--- src/hdl/dbsf_pkg.sv ---
// package for the dle/stx/etx byte stuffing framer
// payload structs, command struct, sequencer phases and line symbols
// no dependencies
package dbsf_pkg;

  localparam int unsigned MAX_PAYLOAD_BYTES = 256;
  localparam int unsigned QUEUE_DEPTH       = 2;
  localparam int unsigned CFG_IDX_W         = 1;
  localparam int unsigned CFG_DATA_W        = 32;
  localparam int unsigned HDR_LEN           = 10;
  localparam int unsigned HDR_IDX_W         = 4;

  localparam logic [7:0] SYM_DLE = 8'h10;
  localparam logic [7:0] SYM_STX = 8'h02;
  localparam logic [7:0] SYM_ETX = 8'h03;

  localparam logic [CFG_IDX_W-1:0] REG_DEST_ID   = 1'b0;
  localparam logic [CFG_IDX_W-1:0] REG_SOURCE_ID = 1'b1;

  typedef struct packed {
    logic [7:0] data_byte;
    logic       has_byte;
    logic       end_of_frame;
  } item_t;

  typedef struct packed {
    logic [7:0] out_byte;
    logic       frame_done;
    logic       run_last;
  } result_t;

  // one classified item handed from front to back
  typedef struct packed {
    logic       open;
    logic       has_byte;
    logic       is_dle;
    logic       close;
    logic [7:0] data;
  } cmd_t;

  typedef enum logic [2:0] {
    PH_START,
    PH_HDR,
    PH_STUFF,
    PH_DATA,
    PH_DLE,
    PH_ETX
  } phase_t;

endpackage

--- src/hdl/dbsf_fifo.sv ---
// small two-entry register queue used between front and back and on the output
// depends on dbsf_pkg for the depth
module dbsf_fifo #(
  parameter int unsigned W = 8
) (
  input  logic         clk,
  input  logic         rst,
  input  logic         push,
  input  logic [W-1:0] wdata,
  output logic         full,
  input  logic         pop,
  output logic [W-1:0] rdata,
  output logic         empty
);

  localparam int unsigned DEPTH = dbsf_pkg::QUEUE_DEPTH;
  localparam int unsigned PTR_W = (DEPTH > 1) ? $clog2(DEPTH) : 1;
  localparam int unsigned CNT_W = $clog2(DEPTH + 1);

  logic [W-1:0]     mem [DEPTH];
  logic [PTR_W-1:0] wr_ptr;
  logic [PTR_W-1:0] rd_ptr;
  logic [CNT_W-1:0] count;
  logic             do_push;
  logic             do_pop;

  assign full    = (count == CNT_W'(DEPTH));
  assign empty   = (count == '0);
  assign do_push = push && !full;
  assign do_pop  = pop && !empty;
  assign rdata   = mem[rd_ptr];

  always_ff @(posedge clk) begin
    if (do_push) begin
      mem[wr_ptr] <= wdata;
    end
  end

  always_ff @(posedge clk) begin
    if (rst) begin
      wr_ptr <= '0;
      rd_ptr <= '0;
      count  <= '0;
    end else begin
      if (do_push) begin
        wr_ptr <= (wr_ptr == PTR_W'(DEPTH - 1)) ? '0 : wr_ptr + 1'b1;
      end
      if (do_pop) begin
        rd_ptr <= (rd_ptr == PTR_W'(DEPTH - 1)) ? '0 : rd_ptr + 1'b1;
      end
      if (do_push && !do_pop) begin
        count <= count + 1'b1;
      end else if (!do_push && do_pop) begin
        count <= count - 1'b1;
      end
    end
  end

endmodule

--- src/hdl/dbsf_front.sv ---
// front end: accepts input items, tracks frame state and payload count,
// and turns each item that carries a byte or a frame end into a command; depends on dbsf_pkg
module dbsf_front #(
  parameter int unsigned MAX_PAYLOAD_BYTES = dbsf_pkg::MAX_PAYLOAD_BYTES
) (
  input  logic                clk,
  input  logic                rst,
  input  logic                push,
  input  dbsf_pkg::item_t     item,
  input  logic                cmd_full,
  output logic                cmd_push,
  output dbsf_pkg::cmd_t      cmd,
  output logic                in_frame
);

  localparam int unsigned CNT_W = $clog2(MAX_PAYLOAD_BYTES + 1);

  logic [CNT_W-1:0] payload_count;
  logic             accept;
  logic             active;
  logic             hit_max;

  assign accept     = push && !cmd_full;
  // idle items are taken but leave no trace
  assign active     = item.has_byte || item.end_of_frame;
  assign cmd_push   = accept && active;

  // the count is cleared on every close, so it never passes max - 1
  assign hit_max = item.has_byte && (payload_count == CNT_W'(MAX_PAYLOAD_BYTES - 1));

  always_comb begin
    cmd.open     = !in_frame;
    cmd.has_byte = item.has_byte;
    cmd.is_dle   = (item.data_byte == dbsf_pkg::SYM_DLE);
    cmd.close    = item.end_of_frame || hit_max;
    cmd.data     = item.data_byte;
  end

  always_ff @(posedge clk) begin
    if (rst) begin
      in_frame      <= 1'b0;
      payload_count <= '0;
    end else if (cmd_push) begin
      if (cmd.close) begin
        in_frame      <= 1'b0;
        payload_count <= '0;
      end else begin
        in_frame <= 1'b1;
        if (!in_frame) begin
          payload_count <= CNT_W'(item.has_byte);
        end else if (item.has_byte) begin
          payload_count <= payload_count + 1'b1;
        end
      end
    end
  end

endmodule

--- src/hdl/dbsf_back.sv ---
// back end: steps through the line bytes of the command at the queue head,
// one byte per cycle into the output queue when it is not full; depends on dbsf_pkg
module dbsf_back (
  input  logic                clk,
  input  logic                rst,
  input  logic                cmd_empty,
  input  dbsf_pkg::cmd_t      cmd,
  output logic                cmd_pop,
  input  logic [31:0]         dest_id,
  input  logic [31:0]         source_id,
  input  logic                out_full,
  output logic                out_push,
  output dbsf_pkg::result_t   out_res
);

  dbsf_pkg::phase_t                   ph;
  dbsf_pkg::phase_t                   ph_next;
  dbsf_pkg::phase_t                   cur;
  dbsf_pkg::phase_t                   nxt;
  logic [dbsf_pkg::HDR_IDX_W-1:0]     idx;
  logic [dbsf_pkg::HDR_IDX_W-1:0]     idx_next;
  logic [7:0]                         hdr_byte;
  logic                               emit;

  // phase that follows the header or starts a command without one
  function automatic dbsf_pkg::phase_t body_phase(input dbsf_pkg::cmd_t c);
    dbsf_pkg::phase_t p;
    if (c.has_byte) begin
      p = c.is_dle ? dbsf_pkg::PH_STUFF : dbsf_pkg::PH_DATA;
    end else if (c.close) begin
      p = dbsf_pkg::PH_DLE;
    end else begin
      p = dbsf_pkg::PH_START;
    end
    return p;
  endfunction

  always_comb begin
    case (idx)
      4'd0:    hdr_byte = dbsf_pkg::SYM_DLE;
      4'd1:    hdr_byte = dbsf_pkg::SYM_STX;
      4'd2:    hdr_byte = dest_id[7:0];
      4'd3:    hdr_byte = dest_id[15:8];
      4'd4:    hdr_byte = dest_id[23:16];
      4'd5:    hdr_byte = dest_id[31:24];
      4'd6:    hdr_byte = source_id[7:0];
      4'd7:    hdr_byte = source_id[15:8];
      4'd8:    hdr_byte = source_id[23:16];
      4'd9:    hdr_byte = source_id[31:24];
      default: hdr_byte = 8'h00;
    endcase
  end

  assign emit = !cmd_empty && !out_full;

  always_comb begin
    if (ph == dbsf_pkg::PH_START) begin
      cur = cmd.open ? dbsf_pkg::PH_HDR : body_phase(cmd);
    end else begin
      cur = ph;
    end

    idx_next            = idx;
    out_res.frame_done  = 1'b0;
    case (cur)
      dbsf_pkg::PH_HDR: begin
        out_res.out_byte = hdr_byte;
        if (idx == dbsf_pkg::HDR_IDX_W'(dbsf_pkg::HDR_LEN - 1)) begin
          nxt      = body_phase(cmd);
          idx_next = '0;
        end else begin
          nxt      = dbsf_pkg::PH_HDR;
          idx_next = idx + 1'b1;
        end
      end
      dbsf_pkg::PH_STUFF: begin
        out_res.out_byte = dbsf_pkg::SYM_DLE;
        nxt              = dbsf_pkg::PH_DATA;
      end
      dbsf_pkg::PH_DATA: begin
        out_res.out_byte = cmd.data;
        nxt              = cmd.close ? dbsf_pkg::PH_DLE : dbsf_pkg::PH_START;
      end
      dbsf_pkg::PH_DLE: begin
        out_res.out_byte = dbsf_pkg::SYM_DLE;
        nxt              = dbsf_pkg::PH_ETX;
      end
      dbsf_pkg::PH_ETX: begin
        out_res.out_byte   = dbsf_pkg::SYM_ETX;
        out_res.frame_done = 1'b1;
        nxt                = dbsf_pkg::PH_START;
      end
      default: begin
        out_res.out_byte = 8'h00;
        nxt              = dbsf_pkg::PH_START;
      end
    endcase

    out_res.run_last = (nxt == dbsf_pkg::PH_START);
    out_push         = emit;
    cmd_pop          = emit && out_res.run_last;
    ph_next          = emit ? nxt : ph;
  end

  always_ff @(posedge clk) begin
    if (rst) begin
      ph  <= dbsf_pkg::PH_START;
      idx <= '0;
    end else begin
      ph <= ph_next;
      if (emit) begin
        idx <= idx_next;
      end
    end
  end

endmodule

--- src/hdl/dle_byte_stuffing_framer.sv ---
// dle/stx/etx byte stuffing framer, top level
// an item passes the command queue, the back sequencer and the output queue to the result ports
// throughput: the back sequencer gives one line byte per cycle when out_full is low; an
// active item makes 1 to 14 line bytes (1 plain, 2 if stuffed, +2 to close, +10 on open)
// reset: rst synchronous, clears the frame state, both queues and the id registers
module dle_byte_stuffing_framer #(
  parameter int unsigned MAX_PAYLOAD_BYTES = dbsf_pkg::MAX_PAYLOAD_BYTES
) (
  input  logic                              clk,
  input  logic                              rst,
  input  logic                              push,
  input  dbsf_pkg::item_t                   item,
  output logic                              full,
  input  logic                              pop,
  output dbsf_pkg::result_t                 result,
  output logic                              empty,
  input  logic                              cfg_we,
  input  logic [dbsf_pkg::CFG_IDX_W-1:0]    cfg_addr,
  input  logic [dbsf_pkg::CFG_DATA_W-1:0]   cfg_wdata
);

  logic [31:0]        dest_id;
  logic [31:0]        source_id;
  logic               cmd_push;
  logic               cmd_pop;
  logic               cmd_full;
  logic               cmd_empty;
  dbsf_pkg::cmd_t     cmd_in;
  dbsf_pkg::cmd_t     cmd_head;
  logic               out_push;
  logic               out_full;
  dbsf_pkg::result_t  out_res;
  logic               in_frame;

  always_ff @(posedge clk) begin
    if (rst) begin
      dest_id   <= '0;
      source_id <= '0;
    end else if (cfg_we) begin
      case (cfg_addr)
        dbsf_pkg::REG_DEST_ID:   dest_id   <= cfg_wdata;
        dbsf_pkg::REG_SOURCE_ID: source_id <= cfg_wdata;
        default: ;
      endcase
    end
  end

  assign full = cmd_full;

  dbsf_front #(
    .MAX_PAYLOAD_BYTES(MAX_PAYLOAD_BYTES)
  ) u_front (
    .clk        (clk),
    .rst        (rst),
    .push       (push),
    .item       (item),
    .cmd_full   (cmd_full),
    .cmd_push   (cmd_push),
    .cmd        (cmd_in),
    .in_frame   (in_frame)
  );

  dbsf_fifo #(
    .W($bits(dbsf_pkg::cmd_t))
  ) u_cmd_q (
    .clk   (clk),
    .rst   (rst),
    .push  (cmd_push),
    .wdata (cmd_in),
    .full  (cmd_full),
    .pop   (cmd_pop),
    .rdata (cmd_head),
    .empty (cmd_empty)
  );

  dbsf_back u_back (
    .clk       (clk),
    .rst       (rst),
    .cmd_empty (cmd_empty),
    .cmd       (cmd_head),
    .cmd_pop   (cmd_pop),
    .dest_id   (dest_id),
    .source_id (source_id),
    .out_full  (out_full),
    .out_push  (out_push),
    .out_res   (out_res)
  );

  dbsf_fifo #(
    .W($bits(dbsf_pkg::result_t))
  ) u_out_q (
    .clk   (clk),
    .rst   (rst),
    .push  (out_push),
    .wdata (out_res),
    .full  (out_full),
    .pop   (pop),
    .rdata (result),
    .empty (empty)
  );

  // a frame close always ends the run of its item
  a_done_is_last: assert property (@(posedge clk) disable iff (rst)
    out_push && out_res.frame_done |-> out_res.run_last && out_res.out_byte == dbsf_pkg::SYM_ETX)
    else $error("frame close not on last etx byte");

  // the back end only retires a command it is working on
  a_pop_has_cmd: assert property (@(posedge clk) disable iff (rst)
    cmd_pop |-> !cmd_empty && out_push)
    else $error("command popped without a transfer");

  // a close command leaves the front with no frame open
  a_close_clears: assert property (@(posedge clk) disable iff (rst)
    cmd_push && cmd_in.close |=> !in_frame)
    else $error("frame still open after close");

endmodule
--- config.mk ---
export PLATFORM = sky130hd
export DESIGN_NAME = dle_byte_stuffing_framer
export DESIGN_NICKNAME = d
export VERILOG_FILES = /design/src/hdl/dbsf_pkg.sv /design/src/hdl/dbsf_fifo.sv /design/src/hdl/dbsf_front.sv /design/src/hdl/dbsf_back.sv /design/src/hdl/dle_byte_stuffing_framer.sv
export SDC_FILE = /design/constraint.sdc
export NUM_CORES = 1
export LEC_CHECK = 0
export BUFFER_PORTS_ARGS = -buffer_cell sky130_fd_sc_hd__buf_2
export CAP_MARGIN = 20
export CORE_UTILIZATION = 30
export DETAILED_ROUTE_END_ITERATION = 8
export GPL_TIMING_DRIVEN = 0
export PLACE_DENSITY_LB_ADDON = 0.1
export SYNTH_ARGS = -nofsm -noshare
export SYNTH_HDL_FRONTEND = slang
export SYNTH_SLANG_ARGS = --single-unit
--- constraint.sdc ---
create_clock -name clk -period 5.6 [get_ports clk]
set_input_delay 0.84 -clock clk [delete_from_list [all_inputs] [get_ports clk]]
set_output_delay 0.84 -clock clk [all_outputs]
set_load 0.01 [all_outputs]
; ---- After elaboration in Yosys (flattened, before gate mapping)
; Memory sizes are Yosys's and may differ from the RTL's. A register that Yosys moved wholly into a read port is not among the register bits.
; Index checks and enable logic that the tools add are counted.
[classes]
muxes = 31
eq_ne = 19
addsub = 10
bitwise_logic = 1
reduce_logical = 36
[op_table]
columns = cell, n
row1 = $pmux W8 S10, 1
row2 = $pmux W8 S4, 1
row3 = $mux W9, 3
row4 = $eq A4 B3 Y1 const B, 4
row5 = $mux W1, 15
row6 = $mux W3, 5
row7 = $logic_and A1 B1 Y1, 13
row8 = $pmux W3 S4, 1
row9 = $add A9 B1 Y9 const B, 1
row10 = $eq A9 B8 Y1 const B, 1
row11 = $logic_not A1 Y1, 9
row12 = $eq A4 B2 Y1 const B, 2
row13 = $eq A4 B4 Y1 const B, 2
row14 = $eq A8 B5 Y1 const B, 1
row15 = $mux W2, 4
row16 = $reduce_and A2 Y1, 4
row17 = $eq A3 B2 Y1 const B, 2
row18 = $eq A3 B3 Y1 const B, 2
row19 = $logic_not A3 Y1, 2
row20 = $add A1 B1 Y1 const B, 4
row21 = $add A2 B1 Y2 const B, 2
row22 = $add A4 B1 Y4 const B, 1
row23 = $eq A2 B2 Y1 const B, 2
row24 = $eq A4 B1 Y1 const B, 1
row25 = other kinds (10), 14
[word_totals]
n_memories = 2
output_inout_bits = 12
elab_cells = 111
mem_bits_rw = 44
reg_bits = 89
inputBits = 48
[mem_list]
columns = name, depth, width, read_ports, rd_ports_with_merged_regs, wr, line
row1 = u_cmd_q.mem, 2, 12, 1, 1, 1, dbsf_fifo.sv:20  ; logic [W-1:0] mem [DEPTH];
row2 = u_out_q.mem, 2, 10, 1, 1, 1, dbsf_fifo.sv:20

; ---- Depth between registers and ports, before layout
; Gate-level depths: netlist of the first run.
[logic_depth]
ltp_word = 12
depth_mapped = 11
ltp_nobuf = 10

; ---- Modules after synthesis
; From an unflattened synthesis of the first run, not the netlist that was laid out.
[unflattened]
hier_cells = 623
hier_area_um2 = 6678.9
[by_module_without_submodules]
columns = module, seq_area_each_um2, area_each_um2, instances, cells_each
row1 = dle_byte_stuffing_framer, 1281.2, 2656.3, 1, 245
row2 = dbsf_back, 140.1, 1321.3, 1, 179
row3 = dbsf_fifo at u_cmd_q, 820.8, 1078.5, 1, 62
row4 = dbsf_fifo at u_out_q, 700.7, 935.9, 1, 56
row5 = dbsf_front, 200.2, 686.9, 1, 81

; ---- Least setup slack after synthesis of the first run
; Ideal clock, no wire load.
[synth_path]
path_type = reg-to-reg
from = register (tool-made name)
to = register u_cmd_q.count[1]
synth_period_minus_slack_ps = 2537
arrival_ps = 2467
stages_incl_launch_ff = 11
n_path_buf = 1
setup_slack_ps = 3063
required_time_ps = 5530
setup_time_ps = 70
cell_sequence = dfxtp_1 -> buf_6 -> or3b_4 -> a211oi_2 -> or2_2 -> nor4_2 -> nor4b_4 -> inv_1 -> ha_1 -> or3_1 -> a21oi_1
[synth_rtl]
columns = element, line
row1 = to (signal assigned), dbsf_fifo.sv:52  ; count <= count + 1'b1;
row2 = to (signal assigned), dbsf_fifo.sv:54  ; count <= count - 1'b1;
row3 = to (decl), dbsf_fifo.sv:23  ; logic [CNT_W-1:0] count;

==> results.md, run 1 <==
* Chip width at about 140 µm
* Core Util, Final at 37.4%
* Vias in the first global route at about 4.6k
* H-tree depth at 4
* Core box area at around 0.019 mm²
* Crit path max fanout at 10
* Pins Over Slew Limit at 0
* Distinct cells, synth at 60
* Max-cap violations at 0
* Cell row count at slightly above 50
* Post-synthesis sequential area ratio at 52.7%
* DP Worst Slack at 2.81 ns
* Worst hold-check path type: flop to flop
* Diode count at 0
* Finished Cell Area at 0.00727 mm²
* Main flop type after synthesis: dfxtp_1
* Antenna violations before repair at 0
* Slew @ Worst Pin at 0.912 ns
* R2R Setup Slk at 2.81 ns
* Post-synth EDFFs at 44
* Post-CTS setup buffers at 0
* CTS tree: done
* Finish-stage setup viols at 0
* CTS buffer count at 17
* Routed wire length per instance at 16.7 µm
* Fillcell total at 2006
* PD cells at ~450 mW/mm²
* Chip height at 143 µm
* Post-route setup TNS at 0 ns
* Final setup margin at between 2 and 3 ns
* Run status: completed
* RSZ-0062 raised after global routing: false
* Fmax at 358 MHz
* Initial Util at 30.6%
* Final min period at between 2 and 3 ns
* Worst-Skew Late Latency at 0.42 ns
* Drt via density at 4.95
* Synthesized net count at 699
* Synth top area cells: dfxtp_1, edfxtp_1, nand2_1
* Cts hold-fix bufs at 0
* Iter 0 DRT Violations at 367
* Post-place instance area at 0.00659 mm²
* Largest net degree at the start of global routing at 17
* Root Buffer: clkbuf_16
* Worst EP required at 5.95 ns
* Ports at 60
* DR vias at ~5k
* DP HPWL at 12.3 mm
* Final Skew at approximately 0.0091 ns
* Synth Register Bits at 135
* Final Hold Viols at 0
* WS Path Type: flop to flop
* Synth-to-Final Area Change at 21.9%
* Post-Syn Area at roughly 0.0060 mm²
* Die area at 0.0204 mm²
* Routed Antenna Nets at 0
* Worst Path Arrival at between 3 and 4 ns
* Worst setup EP type: flop
* RePlAce Congestion at ~0.9
* I/O Buffers at 58
* Peak VDD IR at approximately 180 µV
* DRT Wirelength at 16.7 mm
* Synth async-reset ratio at 0%
* Top-area cell type share of the netlist area at 30.5%
* Crit share post-route at 49.8%
* Worst-path clk slew at 0.06 ns
* Total track usage at between 10% and 20%
* Synth warn at 0
* First-pass DRT Iterations at 6
* Static Leak at around 2.6 nW
* Global-route wire length before repair at 25.6 mm
* DRC errors left at 0
* Synth area leader: dfxtp_1
* Total gr overflow at 0
* Max transition margin at roughly two fifths
* Avg Inst Size Synth at 9.22 µm²
* Startpoint types: flop
* Mapped Cells at 647
* Clock tree buffer depth at 2
* Nets at 777
* Post-CTS sizing at 0
* Layout cells sized above 1 at approximately 16%
* Clk sinks at about 140
==> flip-flops by register name, summed over array words and instances, names as in the netlist, 2 cells and up, named ones only <==
name / cells
dest_id: 32
source_id: 32
u_back.idx: 4
u_back.ph: 3
u_cmd_q.count: 2
u_cmd_q.mem: 24
u_front.payload_count: 9
u_out_q.count: 2
u_out_q.mem: 20
==> cell type report <==
cell class,instances,area (µm²),share of cell area [%]
clock inverter,15,249,3.42
timing repair buffer,59,302,4.15
buffer,38,153,2.10
clock buffer,17,425,5.85
multi-input combinational,461,2620,36.0
tap,265,332,4.56
sequential,135,3140,43.2
inverter,13,48.8,0.671
==> layer usage <==
| layer | vias up | routed length (µm) | track usage, % |
|---|---|---|---|
| li1 | 2450 | - | - |
| met1 | 2333 | 8180 | 23.9 |
| met2 | 167 | 7180 | 25.0 |
| met3 | 15 | 1180 | 4.86 |
| met4 | 0 | 205 | 6.62 |
| met5 | - | 0 | 0 |
==> critical path: stages (launching register included) <==
cell,delay [ns]
dfxtp_1,0.33
buf_6,0.13
buf_2,0.30
mux2_1,0.41
nor3_1,0.20
nor4_2,0.09
nor4b_4,0.34
inv_1,0.08
ha_1,0.33
or3_1,0.37
a21oi_1,0.14
==> cells in the mapped netlist, types with 2 or more instances <==
| cell | number |
|---|---|
| a211oi_1 | 3 |
| a21oi_1 | 82 |
| a221o_1 | 2 |
| a221oi_1 | 5 |
| a22o_1 | 4 |
| a22oi_1 | 6 |
| a311oi_1 | 4 |
| a31oi_1 | 5 |
| a32oi_1 | 6 |
| and2_1 | 8 |
| and3_1 | 2 |
| buf_1 | 4 |
| buf_2 | 2 |
| clkbuf_1 | 31 |
| dfxtp_1 | 91 |
| edfxtp_1 | 44 |
| ha_1 | 4 |
| inv_1 | 10 |
| inv_2 | 3 |
| mux2_1 | 4 |
| mux2_2 | 15 |
| mux2i_1 | 15 |
| nand2_1 | 148 |
| nand2b_1 | 5 |
| nand3_1 | 12 |
| nand3b_1 | 2 |
| nand4_1 | 2 |
| nor2_1 | 37 |
| nor2b_1 | 11 |
| nor3_1 | 11 |
| o21ai_0 | 15 |
| o21ai_1 | 6 |
| o22ai_1 | 8 |
| o32ai_1 | 2 |
| or3_1 | 6 |
| xnor2_1 | 3 |
| xor2_1 | 6 |
==> placed cells by master, fill, tap and decap left out, drive strengths merged, types with 3 or more instances in the layout <==
cell	netlist	routed
a211oi	4	4
a21oi	82	82
a221oi	5	5
a22o	4	4
a22oi	6	6
a311oi	4	4
a31oi	5	5
a32oi	6	6
and2	8	8
buf	7	66
bufinv	0	6
clkbuf	31	48
clkinv	0	5
dfxtp	91	91
edfxtp	44	44
ha	4	4
inv	13	15
mux2	19	19
mux2i	15	15
nand2	148	148
nand2b	5	5
nand3	12	12
nor2	37	37
nor2b	11	11
nor3	11	11
o21ai	21	21
o22ai	8	8
or2	3	3
or3	6	6
xnor2	3	3
xor2	6	6
==> cell families after synthesis <==
group / after synthesis / synth area share [%]
and+or+nand+nor: 254 / 19.1
DFF: 135 / 52.7
adders and majority gates: 4 / 0.839
buffers and inverters: 51 / 3.38
AOI/OAI and AO/OA: 160 / 16.6
muxes: 34 / 6.11
xor gates and xnor gates: 9 / 1.32
==> metrics by stage <==
stage / instances / hold WS (ns) / power (mW)
5_1_grt: 1003 / 0.475 / 3.44
2_1_floorplan: 647 / 0.433 / 1.78
3_3_place_gp: 970 / 0.442 / 2.01
6_report: 1003 / 0.456 / 3.27
4_1_cts: 1002 / 0.458 / 3.30
3_5_place_dp: 970 / 0.449 / 2.02
==> worst paths after layout <==
kind,depth (start not counted),endpoint,from
setup / recovery,10,u_cmd_q.count[1]$_SDFFE_PP0P_,flop
hold / removal,2,source_id[3]$_SDFFE_PP0P_,source_id[3]$_SDFFE_PP0P_
setup reg to reg,10,u_cmd_q.count[1]$_SDFFE_PP0P_,flop
hold reg to reg,2,source_id[3]$_SDFFE_PP0P_,source_id[3]$_SDFFE_PP0P_
==> power breakdown <==
group / switching, mW / total [mW] / internal, mW
Sequential: 0.0621 / 1.23 / 1.17
Combinational: 0.464 / 0.769 / 0.305
Clock: 0.433 / 1.27 / 0.837
Power figures use the tool's default switching activity.
==> run 2: changes to the inputs <==
==> constraint.sdc (replaced) <==
create_clock -name clk -period 2.5 [get_ports clk]
set_input_delay 0.375 -clock clk [delete_from_list [all_inputs] [get_ports clk]]
set_output_delay 0.375 -clock clk [all_outputs]
set_load 0.01 [all_outputs]
==> results.md, run 2 (synthesis gave the netlist of run 1 again) <==
* Total gr overflow at 0
* Worst-Skew Late Latency at ~0.43 ns
* Chip width at 143 µm
* Finish-stage setup viols at 1
* I/O Buffers at 58
* Final Hold Viols at 0
* Initial Util at a little under a third
* GRT met2 Usage at 25.2%
* Failing checks: negative setup slack
* Run status: finished with violations
* Final setup margin at -0.0440 ns
* Root Buffer: clkbuf_16
* Finished Cell Area at 0.00729 mm²
* Final min period at 2.54 ns
* Peak VDD IR at 380 µV
* Antenna violations before repair at 0
* Worst Path Arrival at 2.90 ns
* Vias in the first global route at 4691
* Most frequent cells in the layout: nand2_1, dfxtp_1, a21oi_1
* Worst setup EP type: flop
* Fmax at ~400 MHz
* Diode count at 0
* Startpoint types: flop
* Static Leak at 2.56 nW
* Largest net degree at the start of global routing at 17
* Die area at 0.0204 mm²
* Met3 Track Usage GR at 4.83%
* RePlAce Congestion at 0.868
* Register area at around 0.0031 mm²
* RSZ-0062 raised after global routing: true
* Most common cell after layout, fill and taps aside: nand2_1
* Layout cells sized above 1 at 17.2%
* Crit share post-route at 102%
* Routed Antenna Nets at 0
* DP Cell Count at 970
* Cts hold-fix bufs at 0
* Worst EP required at roughly 2.9 ns
* Top Registers: dest_id x32, source_id x32, u_cmd_q.mem x24
* Slew @ Worst Pin at 0.903 ns
* Worst-path clk slew at 0.06 ns
* Core box area at 0.0195 mm²
* Multi-input logic area at 0.00267 mm²
* Crit path max fanout at 9
* CTS buffer count at 17
* First-pass DRT Iterations at 5
* Drt via density at 4.95
* DRT Wirelength at 17.2 mm
* Worst hold-check path type: input pin to flop
* Total track usage at ~18%
* Clk sinks at 135
* Ports at 60
* DP HPWL at 12.5 mm
* Fillcell total at between 1.5k and 2k
* Clock tree buffer depth at 2
* Nets at 782
* WS Path Type: flop to flop
* GRT met1 Usage at 25.2%
* Global route hottest layer: met2
* Synth-to-Final Area Change at 22.2%
* Max transition margin at 39.6%
* Chip height at 143 µm
* H-tree depth at 4
* PD cells at ~980 mW/mm²
* Post-route setup TNS at -0.0440 ns
* Cell row count at 51
* Pins Over Slew Limit at 0
* Routed wire length per instance at 17.1 µm
* Final Skew at around 0.013 ns
* CTS tree: done
* DR vias at 4988
* Final Non-Filler Cells at 1008
* Post-place instance area at 0.00659 mm²
* Max-cap violations at 0
* Global-route wire length before repair at approximately 26 mm
* DRC errors left at 0
* Iter 0 DRT Violations at 320
==> run 2: repair_timing <==
action	4_1_cts	5_1_grt
buffers inserted	3	2
pin swaps	5	4
gates cloned	0	0
endpoints found under the hold margin	0	0
resized for setup	8	7
endpoints found under the setup margin	9	8
==> run 2: layout make-up <==
cell class | count | area share [%]
clock buffers | 21 | 6.04
inverters | 13 | 0.670
well taps | 265 | 4.55
multi-input cells | 461 | 36.6
flip-flops and latches | 135 | 43.1
clock inverters | 11 | 2.13
repair buffers | 64 | 4.65
plain buffers | 38 | 2.25
==> run 2: layer usage <==
metal / routed length [µm] / share of wire (%) / vias up
met5: 0 / 0 / -
li1: - / - / 2466
met2: 7380 / 43 / 155
met1: 8460 / 49 / 2346
met4: 316 / 1.8 / 0
met3: 1050 / 6.1 / 21
==> run 2: metrics by stage <==
stage	utilization [%]	total power, mW	hold WS, ns	setup slack (ns)
global placement	33.9	4.52	0.443	-0.183
CTS	37.2	7.19	0.133	-0.0842
global route	37.4	7.56	0.134	-0.138
detailed placement	33.9	4.55	0.445	-0.218
floorplan	-	4.00	0.433	0.00920
finish	37.4	7.18	0.152	-0.0440
==> run 2: path summary, 6_finish.rpt <==
| path | endpoint | startpoint | cells after the start | slack, ns |
|---|---|---|---|---|
| setup / recovery | u_cmd_q.count[1]$_SDFFE_PP0P_ | flop | 12 | -0.04 |
| hold / removal | u_cmd_q.mem[1][4]$_DFFE_PP_ | item[6] | 1 | 0.15 |
| setup reg to reg | u_cmd_q.count[1]$_SDFFE_PP0P_ | flop | 12 | -0.04 |
| hold reg to reg | source_id[6]$_SDFFE_PP0P_ | source_id[6]$_SDFFE_PP0P_ | 2 | 0.46 |
==> run 2: critical path, cell delays in order (launching register included) <==
cell      delay [ns]
dfxtp_1         0.30
buf_6           0.13
mux2_2          0.26
a211oi_4        0.04
buf_4           0.15
o311ai_1        0.30
and2_1          0.20
nor4b_4         0.25
inv_2           0.08
ha_4            0.16
xor2_1          0.14
or3_1           0.33
a21oi_2         0.12
==> run 2: power by group <==
group / switching [mW] / internal (mW)
Combinational: 1.09 / 0.764
Clock: 0.905 / 1.65
Sequential: 0.143 / 2.63
==> run 3: changes to the inputs <==
--- a/config.mk
+++ b/config.mk
@@ -5,6 +5,7 @@
 export SDC_FILE = /design/constraint.sdc
 export NUM_CORES = 1
 export LEC_CHECK = 0
+export ABC_AREA = 1
 export BUFFER_PORTS_ARGS = -buffer_cell sky130_fd_sc_hd__buf_2
 export CAP_MARGIN = 20
 export CORE_UTILIZATION = 30
==> results.md, run 3 <==
* Slew @ Worst Pin at 0.947 ns
* Most common cell after layout, fill and taps aside: nor2_1
* DR vias at 5029
* Final Skew at 0.00763 ns
* Post-Syn Area at about 0.0059 mm²
* Fmax at roughly 430 MHz
* WS Path Type: flop to flop
* Layout cells sized above 1 at between 15 and 20%
* Global-route wire length before repair at 26.5 mm
* Static Leak at 2.92 nW
* Routed Antenna Nets at 0
* Max transition margin at 36.6%
* Distinct cells, synth at 45
* DP Worst Slack at -0.291 ns
* Final setup margin at about 0.18 ns
* Worst-Skew Late Latency at between 0.4 and 0.5 ns
* First-pass DRT Iterations at 5
* Synth area leader: dfxtp_1
* I/O Buffers at 59
* Chip width at 143 µm
* Main flop type after synthesis: dfxtp_1
* Diode count at 0
* Die area at between 0.02 and 0.025 mm²
* Root Buffer: clkbuf_16
* Most frequent cells in the layout: nor2_1, dfxtp_1, nand2_1
* RSZ-0062 raised after global routing: false
* Avg Inst Size Synth at 8.58 µm²
* Worst hold-check path type: input pin to flop
* Crit-path max cell delay at about 0.45 ns
* Post-synth EDFFs at 44
* Worst setup EP type: flop
* Routed wire length per instance at about 16 µm
* PD cells at 1070 mW/mm²
* Synth warn at 0
* Pins Over Slew Limit at 0
* Nets at 827
* Clk sinks at 135
* Synth async-reset ratio at 0%
* Final min period at 2.32 ns
* Psw at 2.55 mW
* Mapped Cells at 693
* Worst EP required at 2.71 ns
* Iter 0 DRT Violations at about 220
* Worst Path Arrival at approximately 2.5 ns
* Drt via density at 4.78
* Multi-input logic area at between 0.002 and 0.0025 mm²
* Reg power frac at 36.5%
* Finish-stage setup viols at 0
* Most frequent cell after synthesis: nor2_1
* Most frequent cells after synthesis: nor2_1, dfxtp_1, nand2_1
* Total gr overflow at 0
* Reg2Reg Depth at 8
* Switching Fraction at 32.7%
* Total track usage at 17.6%
* Internal at about 5.2 mW
* Cell row count at 51
* Final Hold Viols at 0
* H-tree depth at 4
* Initial Util at 30.6%
* Run status: completed
* Clock tree buffer depth at 2
* Synth top area cells: dfxtp_1, edfxtp_1, nor2_1
* Ports at 60
* RePlAce Congestion at a little over 0.8
* Synthesized net count at 745
* Clock power frac at between 30% and 40%
* Largest net degree at the start of global routing at 17
* Cts hold-fix bufs at 0
* Crit path cell chain: inv_1 > nor2_1 > nand2_1 > inv_1 > nand2_1 > nand4_1 > o21ai_0 > o311ai_1
* Register area at 0.00315 mm²
* Chip height at 143 µm
* DP HPWL at between 10 and 15 mm
* CTS tree: done
* Startpoint types: flop
* Crit share post-route at 92.9%
* DRT Wirelength at 16.7 mm
* Hold_ws at between 0.15 and 0.2 ns
* Worst-path clk slew at 0.06 ns
* CTS buffer count at 17
* Antenna violations before repair at 0
* Core box area at 0.0195 mm²
* Vias in the first global route at 5044
* DRC errors left at 0
* Top-area cell type share of the netlist area at a little under a third
* Top Registers: dest_id x32, source_id x32, u_cmd_q.mem x24
* Crit path max fanout at 7
* Peak VDD IR at 492 µV
* Synth Register Bits at 135
* Crit-path slowest cell: nor2_1
* Hold depth at 1
* Post-synthesis sequential area ratio at a little over half
* Fillcell total at 2035
* Comb pwr share at 28.5%
* Max-cap violations at 0
* Synth-to-Final Area Change at 22.4%
-- run 3: cell count changes in the layout (fill, tap and decap cells not counted), sizes merged, moves of 8 or more --
cell	previous run	this run
nor2	37	145
o21ai	21	83
inv	13	60
nand2	148	101
a21oi	82	39
nand3	12	36
mux2i	15	0
clkbuf	53	42
nor2b	11	0
mux2	19	10
and2	8	0
-- run 3: path summary, 6_finish.rpt --
check	endpoint	slack (ns)	from
worst min register to register	dest_id[12]$_SDFFE_PP0P_	0.46	dest_id[12]$_SDFFE_PP0P_
worst min-delay path	u_cmd_q.mem[1][5]$_DFFE_PP_	0.16	item[7]
worst max-delay path	u_out_q.mem[0][6]$_DFFE_PP_	0.18	u_back.idx[2]$_SDFFE_PP0P_
worst max register to register	u_out_q.mem[0][6]$_DFFE_PP_	0.18	u_back.idx[2]$_SDFFE_PP0P_
-- run 3: repair_timing --
action / in CTS / in global routing
buffers inserted: 1 / 1
gates resized for setup: 2 / 13
endpoints found under the setup margin: 2 / 5
pin swaps: 1 / 2
-- run 3: per-layer routing --
metal  share of wire [%]  track usage [%]
met1                  48             22.7
met2                  45             28.2
met3                 4.5             3.89
met4                 2.4             7.36
met5                   0                0
-- run 3: logic make-up after synthesis --
family | Yosys count | synth area share [%]
XOR/XNOR | 2 | 0.295
adder cells (fa/ha/maj) | 4 | 0.841
buffers and inverters | 89 | 5.87
flip-flops | 135 | 52.8
multiplexers | 10 | 1.89
AND/OR/NAND/NOR | 298 | 23.3
AO/OA/AOI/OAI | 155 | 14.9
-- run 3: layout make-up --
type                    count  share of cell area, %
repair buffers             63                   4.52
flip-flops and latches    135                   43.2
clock buffers              18                   5.89
clock inverters            14                   2.83
plain buffers              26                   1.67
inverters                  63                   3.35
well taps                 265                   4.55
multi-input cells         469                   34.0
-- run 3: worst max-delay path, delay by kind of cell (launching register included) --
kind	cells	cell delay, ns
and+or+nand+nor	4	0.95
AOI/OAI and AO/OA	2	0.37
buffers and inverters	2	0.40
DFF	1	0.39
-- run 3: power by group through the flow --
stage                     logic (mW)  clock network, mW  registers (mW)
after global placement          2.14                  0            2.88
after global routing            2.46               2.87            2.88
after floorplan                 1.57                  0            2.84
after CTS                       2.18               2.77            2.84
final                           2.22               2.72            2.84
after detailed placement        2.17                  0            2.89
-- run 3: through the flow --
stage | cell area, µm² | utilization (%) | power, mW | std cells | TNS, ns
detailed placement | 6580 | 33.8 | 5.06 | 1018 | -1.68
floorplan | 5950 | - | 4.41 | 693 | 0
finish | 7280 | 37.4 | 7.79 | 1053 | 0
global placement | 6580 | 33.8 | 5.01 | 1017 | -3.82
global route | 7280 | 37.4 | 8.20 | 1053 | 0
CTS | 7230 | 37.2 | 7.79 | 1051 | 0
